<file path="src/sv/bqf_pkg.sv">
package bqf_pkg;

  localparam int DELAY_WIDTH   = 32;
  localparam int ACC_WIDTH     = 64;
  localparam int CFG_IDX_WIDTH = 3;
  localparam int STEP_WIDTH    = 4;

  localparam logic signed [ACC_WIDTH-1:0] ACC_LIM = 64'sh3FFF_FFFF_FFFF_FFFF;

  // structure modes
  localparam logic [1:0] MODE_DIRECT     = 2'd0;
  localparam logic [1:0] MODE_CANONICAL  = 2'd1;
  localparam logic [1:0] MODE_TRANS_DIR  = 2'd2;
  localparam logic [1:0] MODE_TRANS_CAN  = 2'd3;

  // configuration register indexes
  localparam logic [CFG_IDX_WIDTH-1:0] CFG_MODE = 3'd0;
  localparam logic [CFG_IDX_WIDTH-1:0] CFG_A0   = 3'd1;
  localparam logic [CFG_IDX_WIDTH-1:0] CFG_A1   = 3'd2;
  localparam logic [CFG_IDX_WIDTH-1:0] CFG_A2   = 3'd3;
  localparam logic [CFG_IDX_WIDTH-1:0] CFG_B1   = 3'd4;
  localparam logic [CFG_IDX_WIDTH-1:0] CFG_B2   = 3'd5;

  // multiplier coefficient operand
  localparam logic [2:0] COEF_A0 = 3'd0;
  localparam logic [2:0] COEF_A1 = 3'd1;
  localparam logic [2:0] COEF_A2 = 3'd2;
  localparam logic [2:0] COEF_B1 = 3'd3;
  localparam logic [2:0] COEF_B2 = 3'd4;

  // multiplier data operand
  localparam logic [2:0] DSEL_X   = 3'd0;
  localparam logic [2:0] DSEL_XD1 = 3'd1;
  localparam logic [2:0] DSEL_XD2 = 3'd2;
  localparam logic [2:0] DSEL_YD1 = 3'd3;
  localparam logic [2:0] DSEL_YD2 = 3'd4;
  localparam logic [2:0] DSEL_W   = 3'd5;
  localparam logic [2:0] DSEL_Y   = 3'd6;

  // accumulator first operand
  localparam logic [1:0] ABASE_ACC  = 2'd0;
  localparam logic [1:0] ABASE_ZERO = 2'd1;
  localparam logic [1:0] ABASE_LIFT = 2'd2;

  // accumulator second operand
  localparam logic [1:0] BADD_PROD = 2'd0;
  localparam logic [1:0] BADD_NEG  = 2'd1;
  localparam logic [1:0] BADD_LIFT = 2'd2;

  // value scaled into product format
  localparam logic [1:0] LIFT_X   = 2'd0;
  localparam logic [1:0] LIFT_XD1 = 2'd1;
  localparam logic [1:0] LIFT_XD2 = 2'd2;
  localparam logic [1:0] LIFT_YD2 = 2'd3;

  // rounded result destination
  localparam logic [2:0] DST_NONE = 3'd0;
  localparam logic [2:0] DST_W    = 3'd1;
  localparam logic [2:0] DST_Y    = 3'd2;
  localparam logic [2:0] DST_XD1  = 3'd3;
  localparam logic [2:0] DST_XD2  = 3'd4;
  localparam logic [2:0] DST_YD1  = 3'd5;
  localparam logic [2:0] DST_YD2  = 3'd6;

  // delay line shifts
  localparam logic [1:0] SHF_NONE   = 2'd0;
  localparam logic [1:0] SHF_DIRECT = 2'd1;
  localparam logic [1:0] SHF_CANON  = 2'd2;

  typedef struct packed {
    logic       x_load;
    logic       mul_en;
    logic [2:0] coef_sel;
    logic [2:0] data_sel;
    logic       acc_en;
    logic [1:0] a_sel;
    logic [1:0] b_sel;
    logic [1:0] lift_sel;
    logic [2:0] rnd_dst;
    logic [1:0] shift;
    logic       w_sum;
    logic       out_load;
  } dp_cmd_t;

endpackage

</file>
<file path="src/sv/biquad_iir_filter_multiform.sv">
// Second-order IIR section with four run-time selectable structures (direct, canonical,
// transposed direct, transposed canonical) sharing four saturating 32-bit delay registers
// that are kept across mode changes. One sample is taken per transfer on the in_ channel and
// one filtered, saturated sample leaves per transfer on the out_ channel. All products go
// through one shared multiplier with a registered product and a 64-bit saturating
// accumulator. in_ready is high only while idle, so a new input transfer is taken only once
// the result register has been loaded for the previous sample. A result waiting on the out_
// channel holds the following sample in its last cycle and keeps in_ready low until it is
// taken. Write coefficients and structure_mode through the cfg_ port only while no sample
// is in flight.
module biquad_iir_filter_multiform #(
  parameter int SAMPLE_WIDTH = 24,
  parameter int COEF_WIDTH   = 24
) (
  input  logic                                     clk,
  input  logic                                     rst_n,
  input  logic                                     in_valid,
  output logic                                     in_ready,
  input  logic signed [SAMPLE_WIDTH-1:0]           in_sample_in,
  output logic                                     out_valid,
  input  logic                                     out_ready,
  output logic signed [SAMPLE_WIDTH-1:0]           out_sample_out,
  input  logic                                     cfg_we,
  input  logic [bqf_pkg::CFG_IDX_WIDTH-1:0]        cfg_index,
  input  logic [COEF_WIDTH-1:0]                    cfg_wdata
);

  logic [1:0]                   mode_r;
  logic signed [COEF_WIDTH-1:0] a0_r, a1_r, a2_r, b1_r, b2_r;
  bqf_pkg::dp_cmd_t             cmd;

  always_ff @(posedge clk) begin
    if (!rst_n) begin
      mode_r <= bqf_pkg::MODE_DIRECT;
      a0_r   <= COEF_WIDTH'(1 << (COEF_WIDTH - 4));
      a1_r   <= '0;
      a2_r   <= '0;
      b1_r   <= '0;
      b2_r   <= '0;
    end else if (cfg_we) begin
      case (cfg_index)
        bqf_pkg::CFG_MODE: mode_r <= cfg_wdata[1:0];
        bqf_pkg::CFG_A0:   a0_r   <= cfg_wdata;
        bqf_pkg::CFG_A1:   a1_r   <= cfg_wdata;
        bqf_pkg::CFG_A2:   a2_r   <= cfg_wdata;
        bqf_pkg::CFG_B1:   b1_r   <= cfg_wdata;
        bqf_pkg::CFG_B2:   b2_r   <= cfg_wdata;
        default: ;
      endcase
    end
  end

  bqf_ctrl u_ctrl (
    .clk       (clk),
    .rst_n     (rst_n),
    .mode      (mode_r),
    .in_valid  (in_valid),
    .in_ready  (in_ready),
    .out_valid (out_valid),
    .out_ready (out_ready),
    .cmd       (cmd)
  );

  bqf_datapath #(
    .SAMPLE_WIDTH (SAMPLE_WIDTH),
    .COEF_WIDTH   (COEF_WIDTH)
  ) u_datapath (
    .clk        (clk),
    .rst_n      (rst_n),
    .cmd        (cmd),
    .sample_in  (in_sample_in),
    .coef_a0    (a0_r),
    .coef_a1    (a1_r),
    .coef_a2    (a2_r),
    .coef_b1    (b1_r),
    .coef_b2    (b2_r),
    .sample_out (out_sample_out)
  );

endmodule

</file>
<file path="src/sv/bqf_datapath.sv">
module bqf_datapath #(
  parameter int SAMPLE_WIDTH = 24,
  parameter int COEF_WIDTH   = 24
) (
  input  logic                           clk,
  input  logic                           rst_n,
  input  bqf_pkg::dp_cmd_t               cmd,
  input  logic signed [SAMPLE_WIDTH-1:0] sample_in,
  input  logic signed [COEF_WIDTH-1:0]   coef_a0,
  input  logic signed [COEF_WIDTH-1:0]   coef_a1,
  input  logic signed [COEF_WIDTH-1:0]   coef_a2,
  input  logic signed [COEF_WIDTH-1:0]   coef_b1,
  input  logic signed [COEF_WIDTH-1:0]   coef_b2,
  output logic signed [SAMPLE_WIDTH-1:0] sample_out
);

  localparam int DW = bqf_pkg::DELAY_WIDTH;
  localparam int AW = bqf_pkg::ACC_WIDTH;
  localparam int CF = COEF_WIDTH - 4;
  localparam int PW = COEF_WIDTH + DW;

  localparam logic signed [AW-1:0] HALF  = 64'sd1 <<< (CF - 1);
  localparam logic signed [AW-1:0] D_MAX = 64'sh0000_0000_7FFF_FFFF;
  localparam logic signed [AW-1:0] D_MIN = -64'sh0000_0000_8000_0000;
  localparam logic signed [DW-1:0] S_MAX = DW'((64'sd1 <<< (SAMPLE_WIDTH - 1)) - 64'sd1);
  localparam logic signed [DW-1:0] S_MIN = -S_MAX - 32'sd1;

  logic signed [SAMPLE_WIDTH-1:0] x_r;
  logic signed [DW-1:0]           xd1_r, xd2_r, yd1_r, yd2_r;
  logic signed [DW-1:0]           w_r, y_r;
  logic signed [AW-1:0]           prod_r, acc_r;
  logic signed [SAMPLE_WIDTH-1:0] out_r;

  logic signed [DW-1:0]         xs;
  logic signed [COEF_WIDTH-1:0] c_op;
  logic signed [DW-1:0]         d_op;
  logic signed [PW-1:0]         mul_full;
  logic signed [AW-1:0]         prod_c;
  logic signed [DW-1:0]         lift_src;
  logic signed [AW-1:0]         lift_v;
  logic signed [AW-1:0]         a_val, b_val, sum, acc_nxt;
  logic signed [AW-1:0]         rnd_full;
  logic signed [DW-1:0]         rnd_val;
  logic signed [DW:0]           wsum_full;
  logic signed [DW-1:0]         wsum_val;
  logic signed [SAMPLE_WIDTH-1:0] out_nxt;

  assign xs = DW'(x_r);

  always_comb begin
    case (cmd.coef_sel)
      bqf_pkg::COEF_A0: c_op = coef_a0;
      bqf_pkg::COEF_A1: c_op = coef_a1;
      bqf_pkg::COEF_A2: c_op = coef_a2;
      bqf_pkg::COEF_B1: c_op = coef_b1;
      bqf_pkg::COEF_B2: c_op = coef_b2;
      default:          c_op = coef_a0;
    endcase
    case (cmd.data_sel)
      bqf_pkg::DSEL_X:   d_op = xs;
      bqf_pkg::DSEL_XD1: d_op = xd1_r;
      bqf_pkg::DSEL_XD2: d_op = xd2_r;
      bqf_pkg::DSEL_YD1: d_op = yd1_r;
      bqf_pkg::DSEL_YD2: d_op = yd2_r;
      bqf_pkg::DSEL_W:   d_op = w_r;
      bqf_pkg::DSEL_Y:   d_op = y_r;
      default:           d_op = xs;
    endcase
    case (cmd.lift_sel)
      bqf_pkg::LIFT_X:   lift_src = xs;
      bqf_pkg::LIFT_XD1: lift_src = xd1_r;
      bqf_pkg::LIFT_XD2: lift_src = xd2_r;
      bqf_pkg::LIFT_YD2: lift_src = yd2_r;
      default:           lift_src = xs;
    endcase
  end

  assign mul_full = c_op * d_op;

  // a product of a coefficient and a 32-bit operand never reaches the limit, so this clamp has no effect
  always_comb begin
    if (prod_r > bqf_pkg::ACC_LIM) begin
      prod_c = bqf_pkg::ACC_LIM;
    end else if (prod_r < -bqf_pkg::ACC_LIM) begin
      prod_c = -bqf_pkg::ACC_LIM;
    end else begin
      prod_c = prod_r;
    end
  end

  assign lift_v = AW'(lift_src) <<< CF;

  always_comb begin
    case (cmd.a_sel)
      bqf_pkg::ABASE_ACC:  a_val = acc_r;
      bqf_pkg::ABASE_ZERO: a_val = '0;
      bqf_pkg::ABASE_LIFT: a_val = lift_v;
      default:             a_val = '0;
    endcase
    case (cmd.b_sel)
      bqf_pkg::BADD_PROD: b_val = prod_c;
      bqf_pkg::BADD_NEG:  b_val = -prod_c;
      bqf_pkg::BADD_LIFT: b_val = lift_v;
      default:            b_val = prod_c;
    endcase
    sum = a_val + b_val;
    if (sum > bqf_pkg::ACC_LIM) begin
      acc_nxt = bqf_pkg::ACC_LIM;
    end else if (sum < -bqf_pkg::ACC_LIM) begin
      acc_nxt = -bqf_pkg::ACC_LIM;
    end else begin
      acc_nxt = sum;
    end
  end

  // round half up, drop coefficient fraction, saturate to delay width
  always_comb begin
    rnd_full = (acc_r + HALF) >>> CF;
    if (rnd_full > D_MAX) begin
      rnd_val = D_MAX[DW-1:0];
    end else if (rnd_full < D_MIN) begin
      rnd_val = D_MIN[DW-1:0];
    end else begin
      rnd_val = rnd_full[DW-1:0];
    end
  end

  always_comb begin
    wsum_full = (DW+1)'(xs) + (DW+1)'(yd1_r);
    if (wsum_full > (DW+1)'(D_MAX)) begin
      wsum_val = D_MAX[DW-1:0];
    end else if (wsum_full < (DW+1)'(D_MIN)) begin
      wsum_val = D_MIN[DW-1:0];
    end else begin
      wsum_val = wsum_full[DW-1:0];
    end
  end

  always_comb begin
    if (y_r > S_MAX) begin
      out_nxt = S_MAX[SAMPLE_WIDTH-1:0];
    end else if (y_r < S_MIN) begin
      out_nxt = S_MIN[SAMPLE_WIDTH-1:0];
    end else begin
      out_nxt = y_r[SAMPLE_WIDTH-1:0];
    end
  end

  always_ff @(posedge clk) begin
    if (cmd.x_load) begin
      x_r <= sample_in;
    end
    if (cmd.mul_en) begin
      prod_r <= AW'(mul_full);
    end
    if (cmd.acc_en) begin
      acc_r <= acc_nxt;
    end
    if (cmd.w_sum) begin
      w_r <= wsum_val;
    end else if (cmd.rnd_dst == bqf_pkg::DST_W) begin
      w_r <= rnd_val;
    end
    if (cmd.rnd_dst == bqf_pkg::DST_Y) begin
      y_r <= rnd_val;
    end
    if (cmd.out_load) begin
      out_r <= out_nxt;
    end
  end

  always_ff @(posedge clk) begin
    if (!rst_n) begin
      xd1_r <= '0;
      xd2_r <= '0;
      yd1_r <= '0;
      yd2_r <= '0;
    end else begin
      case (cmd.rnd_dst)
        bqf_pkg::DST_XD1: xd1_r <= rnd_val;
        bqf_pkg::DST_XD2: xd2_r <= rnd_val;
        bqf_pkg::DST_YD1: yd1_r <= rnd_val;
        bqf_pkg::DST_YD2: yd2_r <= rnd_val;
        default: ;
      endcase
      case (cmd.shift)
        bqf_pkg::SHF_DIRECT: begin
          xd2_r <= xd1_r;
          xd1_r <= xs;
          yd2_r <= yd1_r;
          yd1_r <= rnd_val;
        end
        bqf_pkg::SHF_CANON: begin
          xd2_r <= xd1_r;
          xd1_r <= w_r;
        end
        default: ;
      endcase
    end
  end

  assign sample_out = out_r;

endmodule

</file>
<file path="src/sv/bqf_ctrl.sv">
module bqf_ctrl (
  input  logic              clk,
  input  logic              rst_n,
  input  logic [1:0]        mode,
  input  logic              in_valid,
  output logic              in_ready,
  output logic              out_valid,
  input  logic              out_ready,
  output bqf_pkg::dp_cmd_t  cmd
);

  localparam int SW = bqf_pkg::STEP_WIDTH;

  localparam logic [1:0] ST_IDLE = 2'd0;
  localparam logic [1:0] ST_RUN  = 2'd1;
  localparam logic [1:0] ST_DONE = 2'd2;

  localparam logic [SW-1:0] LAST_DIRECT = 4'd6;
  localparam logic [SW-1:0] LAST_CANON  = 4'd8;
  localparam logic [SW-1:0] LAST_TDIR   = 4'd7;
  localparam logic [SW-1:0] LAST_TCAN   = 4'd8;

  logic [1:0]    state_r, state_nxt;
  logic [SW-1:0] step_r, step_nxt;
  logic          out_valid_r, out_valid_nxt;
  logic [SW-1:0] last_step;
  logic          out_free;

  always_comb begin
    case (mode)
      bqf_pkg::MODE_DIRECT:    last_step = LAST_DIRECT;
      bqf_pkg::MODE_CANONICAL: last_step = LAST_CANON;
      bqf_pkg::MODE_TRANS_DIR: last_step = LAST_TDIR;
      bqf_pkg::MODE_TRANS_CAN: last_step = LAST_TCAN;
      default:                 last_step = LAST_DIRECT;
    endcase
  end

  assign out_free = !out_valid_r || out_ready;

  always_comb begin
    state_nxt     = state_r;
    step_nxt      = step_r;
    out_valid_nxt = out_valid_r;
    if (out_valid_r && out_ready) begin
      out_valid_nxt = 1'b0;
    end
    case (state_r)
      ST_IDLE: begin
        if (in_valid) begin
          state_nxt = ST_RUN;
          step_nxt  = '0;
        end
      end
      ST_RUN: begin
        if (step_r == last_step) begin
          state_nxt = ST_DONE;
        end else begin
          step_nxt = step_r + 4'd1;
        end
      end
      ST_DONE: begin
        if (out_free) begin
          out_valid_nxt = 1'b1;
          state_nxt     = ST_IDLE;
        end
      end
      default: state_nxt = ST_IDLE;
    endcase
  end

  always_ff @(posedge clk) begin
    if (!rst_n) begin
      state_r     <= ST_IDLE;
      step_r      <= '0;
      out_valid_r <= 1'b0;
    end else begin
      state_r     <= state_nxt;
      step_r      <= step_nxt;
      out_valid_r <= out_valid_nxt;
    end
  end

  assign in_ready  = (state_r == ST_IDLE);
  assign out_valid = out_valid_r;

  // schedule: multiply issue, accumulate in the following cycle, round from acc
  always_comb begin
    cmd          = '0;
    cmd.x_load   = in_valid && (state_r == ST_IDLE);
    cmd.out_load = (state_r == ST_DONE) && out_free;
    if (state_r == ST_RUN) begin
      case ({mode, step_r})
        // direct form
        {bqf_pkg::MODE_DIRECT, 4'd0}: begin
          cmd.mul_en = 1'b1; cmd.coef_sel = bqf_pkg::COEF_A0; cmd.data_sel = bqf_pkg::DSEL_X;
        end
        {bqf_pkg::MODE_DIRECT, 4'd1}: begin
          cmd.mul_en = 1'b1; cmd.coef_sel = bqf_pkg::COEF_A1; cmd.data_sel = bqf_pkg::DSEL_XD1;
          cmd.acc_en = 1'b1; cmd.a_sel = bqf_pkg::ABASE_ZERO; cmd.b_sel = bqf_pkg::BADD_PROD;
        end
        {bqf_pkg::MODE_DIRECT, 4'd2}: begin
          cmd.mul_en = 1'b1; cmd.coef_sel = bqf_pkg::COEF_A2; cmd.data_sel = bqf_pkg::DSEL_XD2;
          cmd.acc_en = 1'b1; cmd.a_sel = bqf_pkg::ABASE_ACC; cmd.b_sel = bqf_pkg::BADD_PROD;
        end
        {bqf_pkg::MODE_DIRECT, 4'd3}: begin
          cmd.mul_en = 1'b1; cmd.coef_sel = bqf_pkg::COEF_B1; cmd.data_sel = bqf_pkg::DSEL_YD1;
          cmd.acc_en = 1'b1; cmd.a_sel = bqf_pkg::ABASE_ACC; cmd.b_sel = bqf_pkg::BADD_PROD;
        end
        {bqf_pkg::MODE_DIRECT, 4'd4}: begin
          cmd.mul_en = 1'b1; cmd.coef_sel = bqf_pkg::COEF_B2; cmd.data_sel = bqf_pkg::DSEL_YD2;
          cmd.acc_en = 1'b1; cmd.a_sel = bqf_pkg::ABASE_ACC; cmd.b_sel = bqf_pkg::BADD_NEG;
        end
        {bqf_pkg::MODE_DIRECT, 4'd5}: begin
          cmd.acc_en = 1'b1; cmd.a_sel = bqf_pkg::ABASE_ACC; cmd.b_sel = bqf_pkg::BADD_NEG;
        end
        {bqf_pkg::MODE_DIRECT, 4'd6}: begin
          cmd.rnd_dst = bqf_pkg::DST_Y; cmd.shift = bqf_pkg::SHF_DIRECT;
        end
        // canonical form
        {bqf_pkg::MODE_CANONICAL, 4'd0}: begin
          cmd.mul_en = 1'b1; cmd.coef_sel = bqf_pkg::COEF_B1; cmd.data_sel = bqf_pkg::DSEL_XD1;
        end
        {bqf_pkg::MODE_CANONICAL, 4'd1}: begin
          cmd.mul_en = 1'b1; cmd.coef_sel = bqf_pkg::COEF_B2; cmd.data_sel = bqf_pkg::DSEL_XD2;
          cmd.acc_en = 1'b1; cmd.a_sel = bqf_pkg::ABASE_LIFT; cmd.b_sel = bqf_pkg::BADD_NEG;
          cmd.lift_sel = bqf_pkg::LIFT_X;
        end
        {bqf_pkg::MODE_CANONICAL, 4'd2}: begin
          cmd.acc_en = 1'b1; cmd.a_sel = bqf_pkg::ABASE_ACC; cmd.b_sel = bqf_pkg::BADD_NEG;
        end
        {bqf_pkg::MODE_CANONICAL, 4'd3}: begin
          cmd.rnd_dst = bqf_pkg::DST_W;
        end
        {bqf_pkg::MODE_CANONICAL, 4'd4}: begin
          cmd.mul_en = 1'b1; cmd.coef_sel = bqf_pkg::COEF_A0; cmd.data_sel = bqf_pkg::DSEL_W;
        end
        {bqf_pkg::MODE_CANONICAL, 4'd5}: begin
          cmd.mul_en = 1'b1; cmd.coef_sel = bqf_pkg::COEF_A1; cmd.data_sel = bqf_pkg::DSEL_XD1;
          cmd.acc_en = 1'b1; cmd.a_sel = bqf_pkg::ABASE_ZERO; cmd.b_sel = bqf_pkg::BADD_PROD;
        end
        {bqf_pkg::MODE_CANONICAL, 4'd6}: begin
          cmd.mul_en = 1'b1; cmd.coef_sel = bqf_pkg::COEF_A2; cmd.data_sel = bqf_pkg::DSEL_XD2;
          cmd.acc_en = 1'b1; cmd.a_sel = bqf_pkg::ABASE_ACC; cmd.b_sel = bqf_pkg::BADD_PROD;
        end
        {bqf_pkg::MODE_CANONICAL, 4'd7}: begin
          cmd.acc_en = 1'b1; cmd.a_sel = bqf_pkg::ABASE_ACC; cmd.b_sel = bqf_pkg::BADD_PROD;
        end
        {bqf_pkg::MODE_CANONICAL, 4'd8}: begin
          cmd.rnd_dst = bqf_pkg::DST_Y; cmd.shift = bqf_pkg::SHF_CANON;
        end
        // transposed direct form
        {bqf_pkg::MODE_TRANS_DIR, 4'd0}: begin
          cmd.w_sum = 1'b1;
        end
        {bqf_pkg::MODE_TRANS_DIR, 4'd1}: begin
          cmd.mul_en = 1'b1; cmd.coef_sel = bqf_pkg::COEF_A0; cmd.data_sel = bqf_pkg::DSEL_W;
        end
        {bqf_pkg::MODE_TRANS_DIR, 4'd2}: begin
          cmd.mul_en = 1'b1; cmd.coef_sel = bqf_pkg::COEF_B1; cmd.data_sel = bqf_pkg::DSEL_W;
          cmd.acc_en = 1'b1; cmd.a_sel = bqf_pkg::ABASE_LIFT; cmd.b_sel = bqf_pkg::BADD_PROD;
          cmd.lift_sel = bqf_pkg::LIFT_XD1;
        end
        {bqf_pkg::MODE_TRANS_DIR, 4'd3}: begin
          cmd.mul_en = 1'b1; cmd.coef_sel = bqf_pkg::COEF_B2; cmd.data_sel = bqf_pkg::DSEL_W;
          cmd.acc_en = 1'b1; cmd.a_sel = bqf_pkg::ABASE_LIFT; cmd.b_sel = bqf_pkg::BADD_NEG;
          cmd.lift_sel = bqf_pkg::LIFT_YD2; cmd.rnd_dst = bqf_pkg::DST_Y;
        end
        {bqf_pkg::MODE_TRANS_DIR, 4'd4}: begin
          cmd.mul_en = 1'b1; cmd.coef_sel = bqf_pkg::COEF_A1; cmd.data_sel = bqf_pkg::DSEL_W;
          cmd.acc_en = 1'b1; cmd.a_sel = bqf_pkg::ABASE_ZERO; cmd.b_sel = bqf_pkg::BADD_NEG;
          cmd.rnd_dst = bqf_pkg::DST_YD1;
        end
        {bqf_pkg::MODE_TRANS_DIR, 4'd5}: begin
          cmd.mul_en = 1'b1; cmd.coef_sel = bqf_pkg::COEF_A2; cmd.data_sel = bqf_pkg::DSEL_W;
          cmd.acc_en = 1'b1; cmd.a_sel = bqf_pkg::ABASE_LIFT; cmd.b_sel = bqf_pkg::BADD_PROD;
          cmd.lift_sel = bqf_pkg::LIFT_XD2; cmd.rnd_dst = bqf_pkg::DST_YD2;
        end
        {bqf_pkg::MODE_TRANS_DIR, 4'd6}: begin
          cmd.acc_en = 1'b1; cmd.a_sel = bqf_pkg::ABASE_ZERO; cmd.b_sel = bqf_pkg::BADD_PROD;
          cmd.rnd_dst = bqf_pkg::DST_XD1;
        end
        {bqf_pkg::MODE_TRANS_DIR, 4'd7}: begin
          cmd.rnd_dst = bqf_pkg::DST_XD2;
        end
        // transposed canonical form
        {bqf_pkg::MODE_TRANS_CAN, 4'd0}: begin
          cmd.mul_en = 1'b1; cmd.coef_sel = bqf_pkg::COEF_A0; cmd.data_sel = bqf_pkg::DSEL_X;
        end
        {bqf_pkg::MODE_TRANS_CAN, 4'd1}: begin
          cmd.mul_en = 1'b1; cmd.coef_sel = bqf_pkg::COEF_A1; cmd.data_sel = bqf_pkg::DSEL_X;
          cmd.acc_en = 1'b1; cmd.a_sel = bqf_pkg::ABASE_LIFT; cmd.b_sel = bqf_pkg::BADD_PROD;
          cmd.lift_sel = bqf_pkg::LIFT_XD1;
        end
        {bqf_pkg::MODE_TRANS_CAN, 4'd2}: begin
          cmd.acc_en = 1'b1; cmd.a_sel = bqf_pkg::ABASE_ZERO; cmd.b_sel = bqf_pkg::BADD_PROD;
          cmd.rnd_dst = bqf_pkg::DST_Y;
        end
        {bqf_pkg::MODE_TRANS_CAN, 4'd3}: begin
          cmd.mul_en = 1'b1; cmd.coef_sel = bqf_pkg::COEF_B1; cmd.data_sel = bqf_pkg::DSEL_Y;
        end
        {bqf_pkg::MODE_TRANS_CAN, 4'd4}: begin
          cmd.acc_en = 1'b1; cmd.a_sel = bqf_pkg::ABASE_ACC; cmd.b_sel = bqf_pkg::BADD_NEG;
        end
        {bqf_pkg::MODE_TRANS_CAN, 4'd5}: begin
          cmd.mul_en = 1'b1; cmd.coef_sel = bqf_pkg::COEF_A2; cmd.data_sel = bqf_pkg::DSEL_X;
          cmd.acc_en = 1'b1; cmd.a_sel = bqf_pkg::ABASE_ACC; cmd.b_sel = bqf_pkg::BADD_LIFT;
          cmd.lift_sel = bqf_pkg::LIFT_XD2;
        end
        {bqf_pkg::MODE_TRANS_CAN, 4'd6}: begin
          cmd.mul_en = 1'b1; cmd.coef_sel = bqf_pkg::COEF_B2; cmd.data_sel = bqf_pkg::DSEL_Y;
          cmd.acc_en = 1'b1; cmd.a_sel = bqf_pkg::ABASE_ZERO; cmd.b_sel = bqf_pkg::BADD_PROD;
          cmd.rnd_dst = bqf_pkg::DST_XD1;
        end
        {bqf_pkg::MODE_TRANS_CAN, 4'd7}: begin
          cmd.acc_en = 1'b1; cmd.a_sel = bqf_pkg::ABASE_ACC; cmd.b_sel = bqf_pkg::BADD_NEG;
        end
        {bqf_pkg::MODE_TRANS_CAN, 4'd8}: begin
          cmd.rnd_dst = bqf_pkg::DST_XD2;
        end
        default: ;
      endcase
    end
  end

`ifndef SYNTHESIS
  a_accept_starts_run: assert property (@(posedge clk) disable iff (!rst_n)
    (in_valid && in_ready) |=> (state_r == ST_RUN && step_r == '0))
    else $error("transfer in did not start a run");

  a_step_in_range: assert property (@(posedge clk) disable iff (!rst_n)
    (state_r == ST_RUN) |-> (step_r <= last_step))
    else $error("step counter past last step");

  a_result_from_done: assert property (@(posedge clk) disable iff (!rst_n)
    $rose(out_valid) |-> $past(state_r == ST_DONE))
    else $error("result raised outside done state");

  a_load_when_free: assert property (@(posedge clk) disable iff (!rst_n)
    cmd.out_load |-> (!out_valid_r || out_ready))
    else $error("result register overwritten before transfer");
`endif

endmodule

</file>
<file path="config.mk">
export PLATFORM = sky130hd
export DESIGN_NAME = biquad_iir_filter_multiform
export DESIGN_NICKNAME = d
export VERILOG_FILES = /design/src/sv/bqf_pkg.sv /design/src/sv/biquad_iir_filter_multiform.sv /design/src/sv/bqf_datapath.sv /design/src/sv/bqf_ctrl.sv
export SDC_FILE = /design/constraint.sdc
export NUM_CORES = 2
export LEC_CHECK = 0
export BUFFER_PORTS_ARGS = -buffer_cell sky130_fd_sc_hd__buf_2
export CORE_MARGIN = 10
export CORE_UTILIZATION = 55
export CTS_BUF_LIST = sky130_fd_sc_hd__clkbuf_16
export CTS_CLUSTER_DIAMETER = 200
export CTS_CLUSTER_SIZE = 12
export DETAILED_ROUTE_END_ITERATION = 16
export PLACE_DENSITY = 0.82
export SYNTH_ARGS = -nofsm -noshare
export SYNTH_HDL_FRONTEND = slang
export SYNTH_HIERARCHICAL = 1
export SYNTH_SLANG_ARGS = --single-unit
</file>
<file path="constraint.sdc">
create_clock -name clk -period 22.5 [get_ports clk]
set_input_delay 1.125 -clock clk [delete_from_list [all_inputs] [get_ports clk]]
set_output_delay 1.125 -clock clk [all_outputs]
set_load 0.05 [all_outputs]
</file>
Word-level counts from Yosys, hierarchy flattened
Index checks and enable logic that the tools add are counted.
W data, S select, Z words.
{"block": "classes", "add_sub_neg": 5, "mul": 1, "magnitude_cmp": 10, "n_eq_ne": 71, "muxes": 41, "reduce_logical": 42}
{"op": "$mux W32", "n": 13}
{"op": "$pmux W64 S2", "n": 2}
{"op": "$mux W64", "n": 3}
{"op": "$pmux W32 S6", "n": 1}
{"op": "$pmux W32 S4", "n": 1}
{"op": "$pmux W7 S16", "n": 1}
{"op": "$eq A6 B6 Y1 const B", "n": 17}
{"op": "$pmux W24 S4", "n": 1}
{"op": "$add A64 B21 Y64 const B", "n": 1}
{"op": "$add A64 B64 Y64", "n": 1}
{"op": "$gt A64 B63 Y1 const B", "n": 1}
{"op": "$lt A64 B63 Y1 const B", "n": 1}
{"op": "$neg A64 Y64", "n": 1}
{"op": "$pmux W32 S2", "n": 1}
{"op": "$gt A56 B63 Y1 const B", "n": 1}
{"op": "$lt A56 B63 Y1 const B", "n": 1}
{"op": "$mul A24 B32 Y56", "n": 1}
{"op": "$eq A6 B5 Y1 const B", "n": 9}
{"op": "$gt A44 B32 Y1 const B", "n": 1}
{"op": "$lt A44 B32 Y1 const B", "n": 1}
{"op": "$pmux W5 S7", "n": 1}
{"op": "$add A24 B32 Y33", "n": 1}
{"op": "$gt A33 B32 Y1 const B", "n": 1}
{"op": "$lt A33 B32 Y1 const B", "n": 1}
{"op": "other kinds (38)", "n": 107}
{"block": "word_totals", "ff_bits": 489, "elab_cells": 190}

Logic depth before layout (Yosys ltp)
{"block": "logic_depth", "word_depth": 10, "mapped_depth": 44}

By module
Netlist, hierarchy kept.
{"mod": "bqf_datapath", "instances": 1, "cells_each": 6207, "area_per_inst_um2": 53562.6, "seq_area_each_um2": 9529.1}
{"mod": "biquad_iir_filter_multiform", "instances": 1, "cells_each": 428, "area_per_inst_um2": 4538.1, "seq_area_each_um2": 2442.3}
{"mod": "bqf_ctrl", "instances": 1, "cells_each": 178, "area_per_inst_um2": 1204.9, "seq_area_each_um2": 140.1}

Worst setup path after synthesis
No wires, ideal clock.
{"block": "synth_path", "kind": "register -> register", "from": "register u_ctrl.step_r[0]", "to": "register u_datapath.prod_r[54], data pin", "setup_ns": 0.258, "arrival_time_ns": 10.058, "slack_ns": 12.184, "stages_incl_launch_ff": 38, "n_path_buf": 6, "period_less_slack_ns": 10.316, "cell_sequence": "dfxtp_1 > ha_1 > clkbuf_1 > nand2_1 > a21oi_1 > a2bb2oi_1 > a21oi_1 > clkbuf_1 > clkbuf_1 > clkbuf_1 > buf_1 > a21oi_1 > nor2_1 > clkbuf_1 > nand2_1 > fa_1 > inv_1 > fa_1 > [2 not listed] > fa_1 > fa_1 > inv_1 > fa_1 > inv_1 > ha_1 > a21o_1 > a21o_1 > a21o_1 > a2111oi_0 > a21oi_1 > o311ai_1 > a41oi_1 > o41ai_2 > o21ai_1 > a41o_1 > a21oi_1 > xnor2_1"}
{"item": "start, declared", "line_no": "bqf_ctrl.sv:24", "source": "logic [SW-1:0] step_r, step_nxt;"}
{"item": "start signal, assigned", "line_no": "bqf_ctrl.sv:79", "source": "step_r <= step_nxt;"}
{"item": "end signal, assigned", "line_no": "bqf_datapath.sv:154", "source": "prod_r <= AW'(mul_full);"}
{"item": "end, declared", "line_no": "bqf_datapath.sv:31", "source": "logic signed [AW-1:0] prod_r, acc_r;"}

==> impl_metrics.yaml <==
run_status:
  outcome: "finished clean"
critical_path:
  rrSetupSlack_ns: 9.46
  reg2reg_depth: 41
  reg2reg_to: "u_datapath/prod_r[54]"
  crit_required_ns: 22.90
  worstPathArrival_ns: 13.44
  path_common_cell: "fa_1"
  cp-end-kind: "flop"
  cpMaxStageDelayCell: "and3_1"
  reg2reg_from: "u_ctrl/step_r[0]"
  slowest_delay_ns: 0.82
  start_kind: "flop"
  cp_max_fo: 36
  criticalPathCategory: "reg2reg"
  critPathLaunch: "u_ctrl/step_r[0]"
route:
  ant_nets: 0
  wl_per_cell_um: 24.0
  vias: 52000
  drt_wl_total_um: 194000
  vias_per_cell: 6.42
  drc_errors: 0
  firstDrtPassIters: 8
  first_iter_violations: 6678
final_layout:
  drive_gt1_share_pct: 5.96
  syn2layout_area_growth_pct: 5.08
  seq_area_um2: 12100
  nNetsFinal: 7756
  multi_input_area_um2: 42200
  n_fill_cell: 9042
synth:
  ys_seq_area_share_pct: 20.4
  syn_nets: 7910
  synth_edf_count: 232
  synth.ff_latch_count: 489
  synth_top_area_cell: "fa_1"
  postSynthAreaPerCell_um2: 8.70
  synthTopCellsByArea: "fa_1 (26%), edfxtp_1 (12%), dfxtp_1 (8.7%)"
  synth.top_cell.area_share_pct: 26.5
  synthArstFlopShare_pct: 0
  ys_dominant_reg_cell: "dfxtp_1"
  synth_warnings: 6
  synth_area_um2: 59300
  ys_types: 102
  synthCells: 6813
min_path:
  hold_path.class: "reg2reg"
  min_from: "a1_r[3]"
  holdPathStages: 2
  hold_end: "a1_r[3]"
placed_design:
  dpl_worst_slack_ns: 9.87
  dp_hpwl_um: 142000
  gp_congestion: 1.01
  io_buffers: 81
power_and_ir_drop:
  irDropWorstVdd_v: 0.0000768
  powerDensity_nw_per_um2: 65.0
  leakagePower_nw: 27.8
die:
  die_w_um: 348
  start_util_pct: 55.4
  fp-row-count: 120
  io_pins: 82
  dieHeight_um: 348
  dieArea_um2: 121000
  core_area_um2: 107000
global_routing:
  grt_usage_pct: 31.6
  grt_use_met3_pct: 9.24
  grt_overflow: 0
  grt_pass1_vias: 53500
  antenna_found_initial: 3
  use_met2_pct: 49.4
  gr-usage-met1_pct: 37.7
  busiest_layer: "met2"
  grt_pass1_wl_um: 303000
  grt_max_degree: 71
timing:
  layout_worst_path_cycle_share_pct: 58.0
  finalSetupTns_ns: 0
  finalHoldViolCount: 0
  max_freq_mhz: 76.7
  drv_slew: 0
  rsz0062_at_grt: "false"
  fin_crit_ns: 13.04
  slew_headroom_pct: 14.0
  tightest_slew_ns: 1.28
  setup_viol: 0
  layout_setup_ws_ns: 9.46
  skew_ns: 0.112
cts:
  cts_tree: "built"
  cts.sinks: 489
  clkTransAtPathRegs_ns: 0.07
  clock-root-buffer: "clkbuf_16"
  postCtsSetupRepairBufs: 0
  clk_latency_ns: 0.70
  ctsLongestPathBuffers: 3
  htreeDepth: 2
  cts_made_buffers: 47
  hold_buffers: 0
  cts_resized: 0
run:
  cap_violations: 0
## how the worst max path moves through the flow
stage,cells past startpoint,endpoint
5_1_grt,41,u_datapath/prod_r[54]
2_1_floorplan,37,u_datapath/prod_r[54]
4_1_cts,41,u_datapath/prod_r[54]
3_5_place_dp,41,u_datapath/prod_r[54]
3_3_place_gp,41,u_datapath/prod_r[54]
6_report,41,u_datapath/prod_r[54]
## cells in the mapped netlist (32+ instances only)
| library cell | instances |
|---|---|
| nand2_1 | 984 |
| inv_1 | 944 |
| fa_1 | 785 |
| nor2_1 | 390 |
| a21oi_1 | 364 |
| clkbuf_1 | 328 |
| o21ai_0 | 287 |
| dfxtp_1 | 257 |
| ha_1 | 256 |
| edfxtp_1 | 232 |
| mux2i_1 | 187 |
| nor3_1 | 141 |
| and2_1 | 123 |
| nand3_1 | 113 |
| a21o_1 | 108 |
| xnor2_1 | 98 |
| nor2b_1 | 89 |
| o21a_1 | 85 |
| xor2_1 | 62 |
| a211oi_1 | 60 |
| o22ai_1 | 58 |
| nand2b_1 | 53 |
| nand4_1 | 52 |
| a22oi_1 | 49 |
| and3_1 | 43 |
| a31oi_1 | 33 |
| mux4_2 | 32 |
| nor4_1 | 32 |
| o21ai_1 | 32 |
## through the flow
step	hold slack (ns)	utilization, %	power (W)	instance area (um2)	std cells
after detailed placement	0.448	56.9	0.00323	60900	8013
after global placement	0.442	56.9	0.00317	60900	8013
after CTS	0.458	58.2	0.00400	62300	8093
final	0.457	58.2	0.00405	62300	8096
after global routing	0.474	58.2	0.00429	62300	8094
after floorplan	0.431	-	0.00263	59300	6813
## cell usage in the layout (no fill, tap or decap), drive strengths merged, types with 22 or more instances in the layout
master	synthesis	layout
nand2	984	984
and2	123	123
nand2b	53	53
a31o	23	23
nor2b	89	89
a22oi	49	49
o31ai	22	22
and4	22	22
mux4	32	32
a221oi	29	29
inv	945	974
o211ai	25	25
o22ai	58	58
a31oi	33	33
a21oi	365	365
nor3b	23	23
dfxtp	257	257
nand3	115	115
a21o	108	108
mux2i	187	187
nor4	34	34
edfxtp	232	232
and3	43	43
o21ai	323	323
fa	785	785
xnor2	98	98
clkbuf	328	48
o21a	85	85
nand4	52	52
nand3b	29	29
or3	28	28
buf	79	203
nor2	390	390
xor2	62	62
nor3	143	143
o21bai	22	22
o211a	28	28
ha	256	256
a211oi	62	62
## final cells by class
cell class                      count  share of cell area (%)
Clock inverter                     33                   0.343
Clock buffer                       47                    1.89
Tap cell                         1403                    2.82
Timing Repair Buffer              204                    2.15
Sequential cell                   489                    19.4
Inverter                          947                    5.70
Multi-Input combinational cell   4970                    67.7
Antenna cell                        3                  0.0120
## power breakdown
part           switching (W)  internal [W]
clock               0.000379      0.000381
sequential         0.0000770       0.00108
combinational        0.00138      0.000749
## critical path, delay by kind of cell, from the launching register on
family | cells | cell delay [ns]
compound gates | 14 | 3.80
simple gates | 5 | 1.83
fa+ha+maj | 9 | 4.43
flops | 1 | 0.49
xor+xnor | 1 | 0.08
buf+inv | 12 | 2.07
## layer usage
layer  vias up  routed length (um)
met2      3597               85500
met3       998               24000
met5         -                  26
li1      22300                   -
met4         4               16200
met1     25100               68200
## cell families after synthesis
kind of cell | synth area share [%]
compound gates | 14.8
xor+xnor | 2.36
fa+ha+maj | 31.9
buf+inv | 8.93
flops | 20.4
mux | 4.56
simple gates | 17.0
## registers in the layout, indices dropped and copies added, names as in the netlist
register	cells
a0_r	24
a1_r	24
a2_r	24
b1_r	24
b2_r	24
mode_r	2
u_ctrl/out_valid	1
u_ctrl/state_r	2
u_ctrl/step_r	4
u_datapath/acc_r	64
u_datapath/prod_r	56
u_datapath/sample_out	24
u_datapath/w_r	32
u_datapath/x_r	24
u_datapath/xd1_r	32
u_datapath/xd2_r	32
u_datapath/y_r	32
u_datapath/yd1_r	32
u_datapath/yd2_r	32
Power figures use the tool's default switching activity.
